$ cat config.mk
export PLATFORM = sky130hd
export DESIGN_NAME = lwps_queue
export DESIGN_NICKNAME = d
export VERILOG_FILES = /design/src/rtl/lwps_pkg.sv /design/src/rtl/lwps_queue.sv
export SDC_FILE = /design/constraint.sdc
export NUM_CORES = 1
export LEC_CHECK = 0
export ABC_CLOCK_PERIOD_IN_PS = 4500
export BUFFER_PORTS_ARGS = -buffer_cell sky130_fd_sc_hd__buf_2
export CAP_MARGIN = 5
export CORE_ASPECT_RATIO = 1.75
export CORE_MARGIN = 10
export CORE_UTILIZATION = 52
export CTS_CLUSTER_DIAMETER = 120
export DETAILED_ROUTE_END_ITERATION = 8
export HOLD_SLACK_MARGIN = 0.06
export PLACE_DENSITY = 0.76
export RECOVER_POWER = 50
export SLEW_MARGIN = 20
export SYNTH_ARGS = -nofsm -noshare
export SYNTH_HDL_FRONTEND = slang
export SYNTH_SLANG_ARGS = --single-unit
$ cat constraint.sdc
create_clock -name clk_i -period 4.5 [get_ports clk_i]
set_input_delay 0.45 -clock clk_i [delete_from_list [all_inputs] [get_ports clk_i]]
set_output_delay 0.45 -clock clk_i [all_outputs]
set_load 0.03 [all_outputs]
$ cat src/rtl/lwps_pkg.sv
// Shared types and constants for the line/wall PID steering core.
// No dependencies; every other file of the block imports this package.
package lwps_pkg;

  // Configuration register indexes
  typedef enum logic [2:0] {
    REG_GAIN_P      = 3'd0,
    REG_GAIN_D      = 3'd1,
    REG_GAIN_I      = 3'd2,
    REG_BASE_SPEED  = 3'd3,
    REG_LINE_CUTOFF = 3'd4
  } cfg_reg_e;

  localparam int CFG_ADDR_W = 3;
  localparam int CFG_DATA_W = 16;
  localparam int GAIN_W     = 16;
  localparam int LEVEL_W    = 12;

  localparam logic [GAIN_W-1:0]  RST_GAIN_P      = 16'd11100;
  localparam logic [GAIN_W-1:0]  RST_GAIN_D      = 16'd1229;
  localparam logic [GAIN_W-1:0]  RST_GAIN_I      = 16'd41;
  localparam logic [LEVEL_W-1:0] RST_BASE_SPEED  = 12'd2048;
  localparam logic [LEVEL_W-1:0] RST_LINE_CUTOFF = 12'd500;

  // Error path
  localparam int ERR_W      = 16;
  localparam int DIFF_W     = 17;
  localparam int SUM_W      = 32;
  localparam int WIDE_ERR_W = 18;
  localparam logic signed [ERR_W-1:0]      LINE_STEP   = 16'sd100;
  localparam logic signed [WIDE_ERR_W-1:0] WALL_TARGET = 18'sd1150;
  localparam logic signed [WIDE_ERR_W-1:0] ERR_HI      = 18'sd32767;
  localparam logic signed [WIDE_ERR_W-1:0] ERR_LO      = -18'sd32768;

  // Correction path
  localparam int ACC_W  = 50;
  localparam int MAG_W  = 49;
  localparam int PD_W   = 34;
  localparam int PP_W   = 33;
  localparam int PI_W   = 49;
  localparam int Y_W    = 18;
  localparam int RECIP_W = 22;
  localparam int PROD_W  = 40;
  localparam int RECIP_SHIFT = 24;
  localparam int Q_W    = 13;
  localparam int SPD_W  = 15;
  localparam int OUT_W  = 13;

  // Dividing by 1280 is a rounding shift by 8 then a divide by 5;
  // dividing by 3200 is a rounding shift by 7 then a divide by 25.
  localparam logic [MAG_W:0] LINE_HALF  = 50'd640;
  localparam logic [MAG_W:0] WALL_HALF  = 50'd1600;
  localparam int             LINE_SHIFT = 8;
  localparam int             WALL_SHIFT = 7;
  localparam logic [Y_W-1:0] LINE_CAP   = 18'd40955;   // 8191 * 5
  localparam logic [Y_W-1:0] WALL_CAP   = 18'd204775;  // 8191 * 25
  localparam logic [RECIP_W-1:0] RECIP_LINE = 22'd3355444;  // ceil(2^24 / 5)
  localparam logic [RECIP_W-1:0] RECIP_WALL = 22'd671089;   // ceil(2^24 / 25)

  localparam logic signed [SPD_W-1:0] SPEED_HI = 15'sd3840;
  localparam logic signed [SPD_W-1:0] SPEED_LO = -15'sd3840;

  localparam int QUEUE_DEPTH = 2;

  typedef struct packed {
    logic [GAIN_W-1:0]  gain_p;
    logic [GAIN_W-1:0]  gain_d;
    logic [GAIN_W-1:0]  gain_i;
    logic [LEVEL_W-1:0] base_speed;
    logic [LEVEL_W-1:0] line_cutoff;
  } cfg_t;

  // One classified tick handed from the front to the back.
  typedef struct packed {
    logic              wall;
    logic              on_left;
    logic [ERR_W-1:0]  err;
    logic [DIFF_W-1:0] diff;
    logic [SUM_W-1:0]  sum;
  } item_t;

endpackage

$ cat src/rtl/lwps_queue.sv
// Short queue that decouples the front end from the arithmetic back end.
// Depends on lwps_pkg for the entry type and depth.
module lwps_queue import lwps_pkg::*; (
  input  logic  clk_i,
  input  logic  rst_ni,
  input  logic  push_i,
  input  item_t push_item_i,
  output logic  full_o,
  input  logic  pop_i,
  output logic  valid_o,
  output item_t item_o
);

  localparam int PTR_W = $clog2(QUEUE_DEPTH);
  localparam int CNT_W = $clog2(QUEUE_DEPTH + 1);

  item_t            entry_q [QUEUE_DEPTH];
  logic [PTR_W-1:0] wr_ptr_q, wr_ptr_d, rd_ptr_q, rd_ptr_d;
  logic [CNT_W-1:0] count_q, count_d;

  assign full_o  = (count_q == CNT_W'(QUEUE_DEPTH));
  assign valid_o = (count_q != '0);
  assign item_o  = entry_q[rd_ptr_q];

  always_comb begin
    wr_ptr_d = wr_ptr_q;
    rd_ptr_d = rd_ptr_q;
    count_d  = count_q;
    if (push_i) begin
      wr_ptr_d = (wr_ptr_q == PTR_W'(QUEUE_DEPTH - 1)) ? '0 : wr_ptr_q + PTR_W'(1);
    end
    if (pop_i) begin
      rd_ptr_d = (rd_ptr_q == PTR_W'(QUEUE_DEPTH - 1)) ? '0 : rd_ptr_q + PTR_W'(1);
    end
    unique case ({push_i, pop_i})
      2'b10:   count_d = count_q + CNT_W'(1);
      2'b01:   count_d = count_q - CNT_W'(1);
      default: count_d = count_q;
    endcase
  end

  always_ff @(posedge clk_i or negedge rst_ni) begin
    if (!rst_ni) begin
      wr_ptr_q <= '0;
      rd_ptr_q <= '0;
      count_q  <= '0;
    end else begin
      wr_ptr_q <= wr_ptr_d;
      rd_ptr_q <= rd_ptr_d;
      count_q  <= count_d;
    end
  end

  always_ff @(posedge clk_i) begin
    if (push_i) begin
      entry_q[wr_ptr_q] <= push_item_i;
    end
  end

`ifndef ASSERT_OFF
  a_no_overflow: assert property (@(posedge clk_i) disable iff (!rst_ni)
    (count_q <= CNT_W'(QUEUE_DEPTH)) && !(push_i && full_o))
    else $error("queue overflow");

  a_no_underflow: assert property (@(posedge clk_i) disable iff (!rst_ni)
    pop_i |-> (count_q != '0))
    else $error("queue underflow");
`endif

endmodule

==> results.txt <==
----------------------------------------------------
[Finish]
  Post-layout util ... 67.4%
  Total non-filler cell area in the finished layout ... 6420 sq um
  Fill cells ... 695
  Layout cell share with drive strength beyond 1 ... 49.4%
  Post-layout nets ... 452
  Number of diodes ... 0
  Syn-to-layout area delta ... 25.6%

[Critical path]
  Required time worst endpoint ... 4.59 ns
  Buf/Inv on CP ... 2
  Crit-path max FO ... 24
  Data arrival time of the critical path ... 2.71 ns
  Launching element type of the critical path ... flop
  Critical path, cell by cell ... nor2_1 > buf_16 > buf_4
  Endpoint of the worst register-to-register path ... entry_q[0][53]
  Max stage delay on crit path ... 1.39 ns
  RR Startpoint ... wr_ptr_q
  Number of cell instances on the worst register-to-register path ... 3
  Worst setup EP type ... flop
  CP delay by family, top ... simple AND/OR/NAND/NOR gates
  Critical path class ... flop to flop
  Critical-path top delay cell ... sky130_fd_sc_hd__nor2_1
  Setup slack on the worst flop-to-flop path ... 1.88 ns
  Instance count on the critical path ... 3

[STA]
  Post-route worst setup slack ... 1.88 ns
  Final cycle utilization of the critical path ... 58.3%
  Slew at the pin with the worst max-slew slack ... 1.85 ns
  Max-slew violations ... 20
  Setup repair after global routing missed its margin ... false
  Final total negative setup slack ... 0 ns
  Worst slew margin ... -23.7%
  Final Hold Fails ... 0
  Shortest clock period the worst path allows after layout ... 2.62 ns
  Setup violations, final ... 0
  Achievable frequency ... 381 MHz
  Clk_skew ... 0.00563 ns

[Worst hold path]
  Number of stages on the worst hold path ... 1
  Destination of the worst hold path ... entry_q[1][20]
  Min-delay worst type ... input pin to flop
  Start point of the worst min-delay path ... push_item_i[20]

[Clocking]
  Root Driver ... sky130_fd_sc_hd__clkbuf_16
  Number of gates resized after CTS ... 0
  Clock input transition at the sequential cells of the worst setup and hold paths ... 0.05 ns
  Worst skew pair latency ... 0.40 ns
  Buffer levels on the longest clock path ... 2
  Clock buffers created by TritonCTS ... 17
  Number of clock sinks ... 138
  Clock tree from TritonCTS ... yes
  H-tree depth ... 4

[Power and ir drop]
  Maximum vdd ir drop ... 0.000570 V
  Power density cells ... 710 nW/um^2
  PnR Total Power ... 4.56 mW
  Leakage power total ... 2.41 nW

[Synth]
  Count of unique library cells instantiated by Yosys ... 15
  Yosys warns ... 0
  Gate count after technology mapping ... 225
  Post-Syn Area per Cell ... 22.7 sq um
  Fraction of post-synthesis cell area in the top cell type by area ... 78.7%
  Area of the mapped netlist ... 5110 sq um
  Sequential share of the synthesized area ... 80.7%
  Post-synth top area cell ... sky130_fd_sc_hd__edfxtp_1
  Net count after synthesis ... 297
  Register bit total from synthesis ... 138
  Largest cells by area after synthesis ... sky130_fd_sc_hd__edfxtp_1 79%, sky130_fd_sc_hd__mux2_2 10%, sky130_fd_sc_hd__mux2_4 5.9%

[Placed design]
  Global placer's final weighted congestion ... 0.731
  IO buf count ... 139
  Cell area after placement ... 5950 sq um
  Half-perimeter wire length after placement ... 7.01 mm
  Post-Place Setup Slack ... 2.22 ns

[Global routing]
  Final global-route overflow total ... 0
  Antenna violations before repair ... 0
  Total routing resource utilization after global routing ... 14.1%
  Via count of the first global-routing pass ... 2838
  Pin count of the biggest net entering global routing ... 69
  Wire length of the first global-routing pass ... 14.6 mm

[Die]
  I/O pin cnt ... 140
  Cell Rows ... 47
  Die area ... 14400 sq um
  Die width ... 95.0 microns
  Area of the core region ... 9530 sq um
  Die extent in y ... 151 microns
  Initial standard-cell utilization of the core ... 53.7%

[Route]
  Sum of routed wire length over all layers ... 9.87 mm
  Final ANT Viol Nets ... 0
  WL/cell ... 19.2 microns
  Total via count after detailed routing ... 2579
  Number of vias per cell ... 5.01
  Drt first pass iters ... 4
  DRT iter0 DRCs ... 114
  Final routed DRC violation total ... 0

[Status]
  Failing checks ... max-capacitance violations, max-slew violations
  Result of the run ... complete, but fails checks

[Job]
  Max-cap violations ... 1

----------------------------------------------------
where the power goes:
group          internal (mW)  total (mW)  switching, mW
sequential              1.71        1.90          0.193
clock                  0.749        1.21          0.457
combinational          0.563        1.45          0.886
area by class of cell:
cell class                 count  area (sq um)  area share (%)
sequential                   138          4130            64.3
timing repair buffer         144           699            10.9
tap                          122           153            2.38
clock inverter                10          77.6            1.21
clock buffer                  22           444            6.92
inverter                       1          3.75          0.0585
multi-input combinational     78           913            14.2
state kept, by name, summed over array words and instances, names as in the netlist:
| name | count |
|---|---|
| entry_q | 134 |
| rd_ptr_q | 1 |
| wr_ptr_q | 1 |
| count_q | 2 |
kinds of logic (layout without fill, tap and decap cells):
group	after synthesis	in the layout	synth area share [%]
flip-flops	138	138	80.7
adder cells (fa/ha/maj)	1	1	0.245
buffers and inverters	9	177	1.49
XOR/XNOR	5	5	0.857
AND/OR/NAND/NOR	5	5	0.514
multiplexers	67	67	16.2
metal layers:
metal | vias to the layer above | routed length, microns | share of wire, % | GRT usage [%]
met5 | - | 0 | 0 | 0
met4 | 0 | 190 | 1.9 | 6.77
met3 | 13 | 784 | 7.9 | 6.89
met2 | 98 | 5550 | 56 | 24.8
met1 | 1262 | 3340 | 34 | 13.0
li1 | 1206 | - | - | -
layout by cell type (no fill, tap or decap):
master                          synthesis  final
sky130_fd_sc_hd__dlygate4sd3_1          0      1
sky130_fd_sc_hd__mux2_4                20     20
sky130_fd_sc_hd__xor2_1                 3      3
sky130_fd_sc_hd__dfrtp_1                4      3
sky130_fd_sc_hd__clkinv_1               0      1
sky130_fd_sc_hd__buf_2                  4     94
sky130_fd_sc_hd__clkinv_4               0      1
sky130_fd_sc_hd__buf_4                  0      3
sky130_fd_sc_hd__xnor2_1                2      2
sky130_fd_sc_hd__mux2_2                47     47
sky130_fd_sc_hd__inv_1                  1      1
sky130_fd_sc_hd__and2_2                 0      1
sky130_fd_sc_hd__nor2_1                 2      2
sky130_fd_sc_hd__dfrtp_4                0      1
sky130_fd_sc_hd__ha_1                   1      1
sky130_fd_sc_hd__clkbuf_16              0     17
sky130_fd_sc_hd__buf_16                 0      1
sky130_fd_sc_hd__bufinv_16              0      1
sky130_fd_sc_hd__clkinv_2               0      7
sky130_fd_sc_hd__edfxtp_1             134    134
sky130_fd_sc_hd__or2_2                  1      1
sky130_fd_sc_hd__nor2b_1                1      1
sky130_fd_sc_hd__clkbuf_1               0     50
worst max-delay path by stage:
stage	start	to	slack (ns)
finish	wr_ptr_q	entry_q[0][53]	1.88
CTS	rd_ptr_q	item_o[58]	1.86
detailed placement	push_i	entry_q[1][16]	2.22
floorplan	push_i	entry_q[0][0]	0.69
global placement	push_i	entry_q[0][52]	2.21
global route	wr_ptr_q	entry_q[0][43]	1.65
metrics by stage:
| step | hold slack, ns | instances |
|---|---|---|
| after global routing | 0.208 | 515 |
| after detailed placement | 0.262 | 482 |
| after floorplan | 0.154 | 225 |
| final | 0.233 | 515 |
| after global placement | 0.259 | 481 |
| after CTS | 0.209 | 515 |
cell usage after synthesis, drive strengths merged:
library cell and instances:
edfxtp 134, mux2 67, buf 8, dfrtp 4, xor2 3, nor2 2, xnor2 2, and2 1
ha 1, inv 1, nor2b 1, or2 1
worst reg2reg max path: stages (launching register included):
cell	delay, ns
sky130_fd_sc_hd__dfrtp_1	0.40
sky130_fd_sc_hd__nor2_1	1.39
sky130_fd_sc_hd__buf_16	0.27
sky130_fd_sc_hd__buf_4	0.26
what timing repair did:
item | in CTS | in global routing
hold endpoints to repair | 4 | 0
setup buffers | 0 | 0
hold buffers | 1 | 0
endpoints found under the setup margin | 0 | 0
(Power assumes the default switching activity.)
