===== config.mk =====
export PLATFORM = sky130hd
export DESIGN_NAME = lwps_front
export DESIGN_NICKNAME = d
export VERILOG_FILES = /design/src/rtl/lwps_pkg.sv /design/src/rtl/lwps_front.sv
export SDC_FILE = /design/constraint.sdc
export NUM_CORES = 1
export LEC_CHECK = 0
export ABC_AREA = 1
export BUFFER_PORTS_ARGS = -buffer_cell sky130_fd_sc_hd__buf_2
export CORE_MARGIN = 5
export CORE_UTILIZATION = 52
export CTS_BUF_LIST = sky130_fd_sc_hd__clkbuf_4
export DETAILED_ROUTE_END_ITERATION = 8
export HOLD_SLACK_MARGIN = 0.08
export MAX_ROUTING_LAYER = met4
export PLACE_DENSITY = 0.8
export SLEW_MARGIN = 25
export SYNTH_ARGS = -nofsm -noshare
export SYNTH_HDL_FRONTEND = slang
export SYNTH_SLANG_ARGS = --single-unit
export TNS_END_PERCENT = 20

===== constraint.sdc =====
create_clock -name clk_i -period 6.4 [get_ports clk_i]
set_input_delay 0 -clock clk_i [delete_from_list [all_inputs] [get_ports clk_i]]
set_output_delay 0 -clock clk_i [all_outputs]
set_load 0.05 [all_outputs]

===== src/rtl/lwps_pkg.sv =====
// Shared types and constants for the line/wall PID steering core.
// No dependencies; every other file of the block imports this package.
package lwps_pkg;

  // Configuration register indexes
  typedef enum logic [2:0] {
    REG_GAIN_P      = 3'd0,
    REG_GAIN_D      = 3'd1,
    REG_GAIN_I      = 3'd2,
    REG_BASE_SPEED  = 3'd3,
    REG_LINE_CUTOFF = 3'd4
  } cfg_reg_e;

  localparam int CFG_ADDR_W = 3;
  localparam int CFG_DATA_W = 16;
  localparam int GAIN_W     = 16;
  localparam int LEVEL_W    = 12;

  localparam logic [GAIN_W-1:0]  RST_GAIN_P      = 16'd11100;
  localparam logic [GAIN_W-1:0]  RST_GAIN_D      = 16'd1229;
  localparam logic [GAIN_W-1:0]  RST_GAIN_I      = 16'd41;
  localparam logic [LEVEL_W-1:0] RST_BASE_SPEED  = 12'd2048;
  localparam logic [LEVEL_W-1:0] RST_LINE_CUTOFF = 12'd500;

  // Error path
  localparam int ERR_W      = 16;
  localparam int DIFF_W     = 17;
  localparam int SUM_W      = 32;
  localparam int WIDE_ERR_W = 18;
  localparam logic signed [ERR_W-1:0]      LINE_STEP   = 16'sd100;
  localparam logic signed [WIDE_ERR_W-1:0] WALL_TARGET = 18'sd1150;
  localparam logic signed [WIDE_ERR_W-1:0] ERR_HI      = 18'sd32767;
  localparam logic signed [WIDE_ERR_W-1:0] ERR_LO      = -18'sd32768;

  // Correction path
  localparam int ACC_W  = 50;
  localparam int MAG_W  = 49;
  localparam int PD_W   = 34;
  localparam int PP_W   = 33;
  localparam int PI_W   = 49;
  localparam int Y_W    = 18;
  localparam int RECIP_W = 22;
  localparam int PROD_W  = 40;
  localparam int RECIP_SHIFT = 24;
  localparam int Q_W    = 13;
  localparam int SPD_W  = 15;
  localparam int OUT_W  = 13;

  // Dividing by 1280 is a rounding shift by 8 then a divide by 5;
  // dividing by 3200 is a rounding shift by 7 then a divide by 25.
  localparam logic [MAG_W:0] LINE_HALF  = 50'd640;
  localparam logic [MAG_W:0] WALL_HALF  = 50'd1600;
  localparam int             LINE_SHIFT = 8;
  localparam int             WALL_SHIFT = 7;
  localparam logic [Y_W-1:0] LINE_CAP   = 18'd40955;   // 8191 * 5
  localparam logic [Y_W-1:0] WALL_CAP   = 18'd204775;  // 8191 * 25
  localparam logic [RECIP_W-1:0] RECIP_LINE = 22'd3355444;  // ceil(2^24 / 5)
  localparam logic [RECIP_W-1:0] RECIP_WALL = 22'd671089;   // ceil(2^24 / 25)

  localparam logic signed [SPD_W-1:0] SPEED_HI = 15'sd3840;
  localparam logic signed [SPD_W-1:0] SPEED_LO = -15'sd3840;

  localparam int QUEUE_DEPTH = 2;

  typedef struct packed {
    logic [GAIN_W-1:0]  gain_p;
    logic [GAIN_W-1:0]  gain_d;
    logic [GAIN_W-1:0]  gain_i;
    logic [LEVEL_W-1:0] base_speed;
    logic [LEVEL_W-1:0] line_cutoff;
  } cfg_t;

  // One classified tick handed from the front to the back.
  typedef struct packed {
    logic              wall;
    logic              on_left;
    logic [ERR_W-1:0]  err;
    logic [DIFF_W-1:0] diff;
    logic [SUM_W-1:0]  sum;
  } item_t;

endpackage


===== src/rtl/lwps_front.sv =====
// Front end: forms the steering error and updates the PID history.
// Depends on lwps_pkg; feeds lwps_queue.
module lwps_front import lwps_pkg::*; #(
  parameter int NUM_FLOOR_SENSORS = 8,
  parameter int SENSOR_BITS       = 12
) (
  input  logic                                        clk_i,
  input  logic                                        rst_ni,
  input  logic                                        push_i,
  input  logic                                        command_i,
  input  logic [NUM_FLOOR_SENSORS-1:0][SENSOR_BITS-1:0] floor_i,
  input  logic [SENSOR_BITS-1:0]                      wall_distance_i,
  input  logic                                        wall_on_left_i,
  input  logic [LEVEL_W-1:0]                          line_cutoff_i,
  output item_t                                       item_o
);

  localparam int NUM_LEFT = NUM_FLOOR_SENSORS / 2;
  localparam int CNT_W    = $clog2(NUM_FLOOR_SENSORS + 1);
  localparam int CMP_W    = (SENSOR_BITS > LEVEL_W) ? SENSOR_BITS : LEVEL_W;

  logic [ERR_W-1:0] prev_q, prev_d;
  logic [SUM_W-1:0] sum_q, sum_d;

  logic [CNT_W-1:0]               cnt_l, cnt_r;
  logic signed [CNT_W:0]          cnt_diff;
  logic signed [ERR_W-1:0]        err_line;
  logic signed [WIDE_ERR_W-1:0]   err_wide;
  logic signed [ERR_W-1:0]        err;
  logic signed [SUM_W:0]          sum_ext;

  always_comb begin
    cnt_l = '0;
    cnt_r = '0;
    for (int k = 0; k < NUM_FLOOR_SENSORS; k++) begin
      if (CMP_W'(floor_i[k]) < CMP_W'(line_cutoff_i)) begin
        if (k < NUM_LEFT) begin
          cnt_l = cnt_l + CNT_W'(1);
        end else begin
          cnt_r = cnt_r + CNT_W'(1);
        end
      end
    end
    cnt_diff = $signed({1'b0, cnt_l}) - $signed({1'b0, cnt_r});
    err_line = ERR_W'(cnt_diff) * LINE_STEP;

    err_wide = $signed(WIDE_ERR_W'(wall_distance_i)) - WALL_TARGET;

    priority if (!command_i) begin
      err = err_line;
    end else if (err_wide > ERR_HI) begin
      err = ERR_HI[ERR_W-1:0];
    end else if (err_wide < ERR_LO) begin
      err = ERR_LO[ERR_W-1:0];
    end else begin
      err = err_wide[ERR_W-1:0];
    end
  end

  // Integral with 32-bit saturation, dropped whenever the error is zero.
  always_comb begin
    sum_ext = $signed({sum_q[SUM_W-1], sum_q}) + (SUM_W+1)'(err);
    priority if (err == '0) begin
      sum_d = '0;
    end else if (sum_ext[SUM_W] != sum_ext[SUM_W-1]) begin
      sum_d = sum_ext[SUM_W] ? {1'b1, {(SUM_W-1){1'b0}}} : {1'b0, {(SUM_W-1){1'b1}}};
    end else begin
      sum_d = sum_ext[SUM_W-1:0];
    end
    prev_d = err;
  end

  always_comb begin
    item_o.wall    = command_i;
    item_o.on_left = wall_on_left_i;
    item_o.err     = err;
    item_o.diff    = DIFF_W'($signed({err[ERR_W-1], err}) - $signed({prev_q[ERR_W-1], prev_q}));
    item_o.sum     = sum_d;
  end

  always_ff @(posedge clk_i or negedge rst_ni) begin
    if (!rst_ni) begin
      prev_q <= '0;
      sum_q  <= '0;
    end else if (push_i) begin
      prev_q <= prev_d;
      sum_q  <= sum_d;
    end
  end

`ifndef ASSERT_OFF
  a_sum_clears: assert property (@(posedge clk_i) disable iff (!rst_ni)
    (push_i && (err == '0)) |=> (sum_q == '0))
    else $error("integral not cleared after a zero error");

  a_prev_tracks: assert property (@(posedge clk_i) disable iff (!rst_ni)
    push_i |=> (prev_q == $past(err)))
    else $error("previous error not updated");
`endif

endmodule


==> summary by stage <==
Die
In this run the core area contains 47 standard-cell rows. The core region is 16500 um^2. The die extent in y is 139 um. For this design the top-level I/O count stands at 192. Measured along the x axis, the die boundary spans 139 um.

The die covers 19400 um^2. The initial utilization of the core area, before any placement, comes to 52.8%.

Finish
The fraction of final layout cells sized beyond drive strength 1 is 38.3%. The total number of nets in the final design is 1990. The count of fill cells added during filler insertion is 1200. The number of cells in the finished layout apart from fillers is 1922. From synthesis to final layout, the design area changed by 45.8%.

Worst setup path
Counting stages on the worst path, the most repeated cell is nand2_1. The largest incremental delay on the critical path is 0.55 ns. Data arrives at the worst endpoint at 7.22 ns.

The required time of the critical path is 6.40 ns. The reg-to-reg critical path startpoint is sum_q[0]. On the critical path the largest part of the delay comes from adder cells. The path type of the worst setup path is in2out. The capturing element type of the critical path is an output pin. On the critical path, the stage with the largest delay is an instance of fa_1. Tracing the worst setup path back leads to its startpoint at line_cutoff_i[9]. In this run the worst path has a maximum fanout of 4. STA classifies the critical path startpoint as a primary input. The number of buffer and inverter stages on the critical path is 13.

Run
The tool flagged a number of max-cap violations equal to 0.

Clocking
After clock tree synthesis, the clock-pin slew on the worst setup and hold paths is 0.18 ns. The clock tree root buffer cell is clkbuf_4. The count of clock tree sinks is 46. The clock passes through at most 2 buffers. The clock network latency to the later pin of the worst-skew pair is 0.43 ns.

Counting the buffers created by CTS gives 5. The CTS tree is built. The count of H-tree levels built during CTS is 2.

Synth
When the netlist entered floorplanning its net count stood at 1623. The average footprint of a synthesized cell is 6.53 um^2. The unique cell type count in the Yosys netlist is 44. Synthesis produced 1331 cells. Of the synthesized area, sequential elements account for 13.3%. The fraction of post-synthesis cell area in the top cell type by area is 23.0%. The number of flops mapped to enable cells by yosys is 0. For this run, the number of Yosys warnings is 0.

After synthesis the netlist holds a flip-flop and latch count of 46. The synthesized netlist devotes 10.8% of its cell area to compound gates. The area of the mapped netlist is 8690 um^2. The proportion of register bits with asynchronous set or reset after synthesis is 100%. The main combinational cell family by area after synthesis is simple AND/OR/NAND/NOR gates. The xor and xnor area share after synthesis is 3.63%.

The leading register cell type out of synthesis is dfrtp_1. Sorting the synthesized cells by area gives the leading types as ha_1 (23%), nand2_1 (18%), dfrtp_1 (13%). The leading area contributor after synthesis is ha_1. The post-synthesis share of cell area spent on full adders, half adders and majority gates is 24.7%. The most instantiated library cell after synthesis is nand2_1. The post-synthesis share of cell area spent on and, or, nand and nor gates is 35.7%.

The commonest cells after synthesis are nand2_1 (406), inv_1 (201), ha_1 (160), a21oi_1 (87), nand3_1 (83). The share of cell area taken by muxes after synthesis is 0.115%.

Timing
Setup violations remaining at the end of the flow were counted as 67. Across all setup checks in the final design, the least slack found is -0.824 ns. The count of endpoints failing hold in the final timing report was 0. The max-slew violation count is 0. The maximum frequency from static timing analysis is 138 MHz. For the final database, setup skew stands at 0.0336 ns. Hold timing on the final database bottoms out at a slack of 0.114 ns. The worst pin sits at a relative slew slack of 51.9%. Setup repair after global routing could not meet its margin everywhere. At the pin with the least slew margin, the transition time is 0.718 ns. The final critical path time including I/O delays and setup is 7.22 ns. Of the available clock period, the critical path in the final layout requires 113%.

Placed design
The number of buffers inserted by port buffering is 189. The cell count after placement is 1882. The wire-length estimate of the detail-placed layout is 21900 um. The final RePlAce weighted congestion is 0.961.

Hold path
The path class of the tightest hold or removal check is in2async.

Detailed routing
The initial DRC count is 606. After detailed routing, the number of remaining DRC violations is 0. The number of antenna-violating nets in the routed design is 0. After detailed routing, the number of vias per cell comes to 5.36.

Detailed routing inserted a total of 10300 vias. The number of detailed-route iterations in the first pass is 5. After detailed routing, the total wire length is 30400 um.

After detailed routing, the average wire length per cell comes to 15.8 um.

Global routing
The via count of the first global-routing pass was 10100. The largest net degree at the start of global routing is 49. The first global-routing pass estimated 46000 um of wire. Global routing used 28.8% of the available tracks. The number of antenna violations at the first check in global routing is 2.

The remaining global-route overflow is 0.

Status
The final reports fail on negative setup slack. The flow ran to the end, but the final reports show violations.
## cell usage in the layout, fill, tap and decap left out, drive strengths merged, types with 4 or more instances in the layout
cell type,count
fa,7
buf,379
nand3b,9
nand3,123
clkbuf,11
o21ai,53
xor2,17
or2,4
nand2,440
nand4,10
clkinvlp,4
nor2,73
a21oi,88
inv,200
o21a,5
nor3,16
dfrtp,46
dlygate4sd3,4
ha,160
o21bai,10
xnor2,19
## area by class of cell
type | instances | area [um^2] | area share [%]
Multi-Input combinational cell | 1053 | 7420 | 58.6
Timing Repair Buffer | 388 | 2940 | 23.2
Sequential cell | 46 | 1150 | 9.09
Inverter | 204 | 795 | 6.27
Tap cell | 220 | 275 | 2.17
Clock buffer | 6 | 45.0 | 0.356
Clock inverter | 2 | 37.5 | 0.296
Antenna cell | 3 | 7.51 | 0.0593
## timing repair
action,4_1_cts,5_1_grt
hold buffers,4,0
pin swaps,17,52
gates cloned,2,5
resized for setup,133,151
setup endpoints to repair,71,72
hold endpoints to repair,48,0
buffers inserted,11,7
## through the flow
| step | area (um^2) | setup slack (ns) | utilization [%] | setup TNS, ns |
|---|---|---|---|---|
| after floorplan | 8710 | -0.832 | - | -50.45 |
| after global placement | 11100 | -0.777 | 67.1 | -44.34 |
| after detailed placement | 11100 | -1.00 | 67.2 | -59.24 |
| after CTS | 11900 | -0.496 | 72.2 | -19.32 |
| after global routing | 12700 | -1.17 | 76.9 | -63.15 |
| final | 12700 | -0.824 | 76.9 | -38.04 |
## kinds of logic after synthesis
family,after synthesis
simple gates,677
buf+inv,232
compound gates,170
fa+ha+maj,167
flops,46
xor+xnor,36
other cells,2
mux,1
## final timing paths
kind / to / slack (ns) / depth (start not counted)
worst max register to register: sum_q[8] / 3.40 / 20
min in group clk_i: prev_q[4] / 0.13 / 6
worst min register to register: prev_q[11] / 0.51 / 2
worst min-delay path: sum_q[16] / 0.11 / 2
max in group asynchronous: sum_q[0] / 5.82 / 2
worst max-delay path: item_o[26] / -0.82 / 44
## registers in the layout, indices dropped and copies added (netlist names)
signal  count
prev_q     14
sum_q      32
## routing by layer
metal | track usage (%) | wire length, um | part of all wire (%)
met4 | 11.3 | 1380 | 4.5
met5 | - | 0 | 0
met3 | 3.50 | 2020 | 6.6
met1 | 35.7 | 12500 | 41
met2 | 48.0 | 14500 | 48
Power is left out: the tool's default activity adds up to more than one toggle a clock period on the data nets, which glitch-free logic cannot reach.
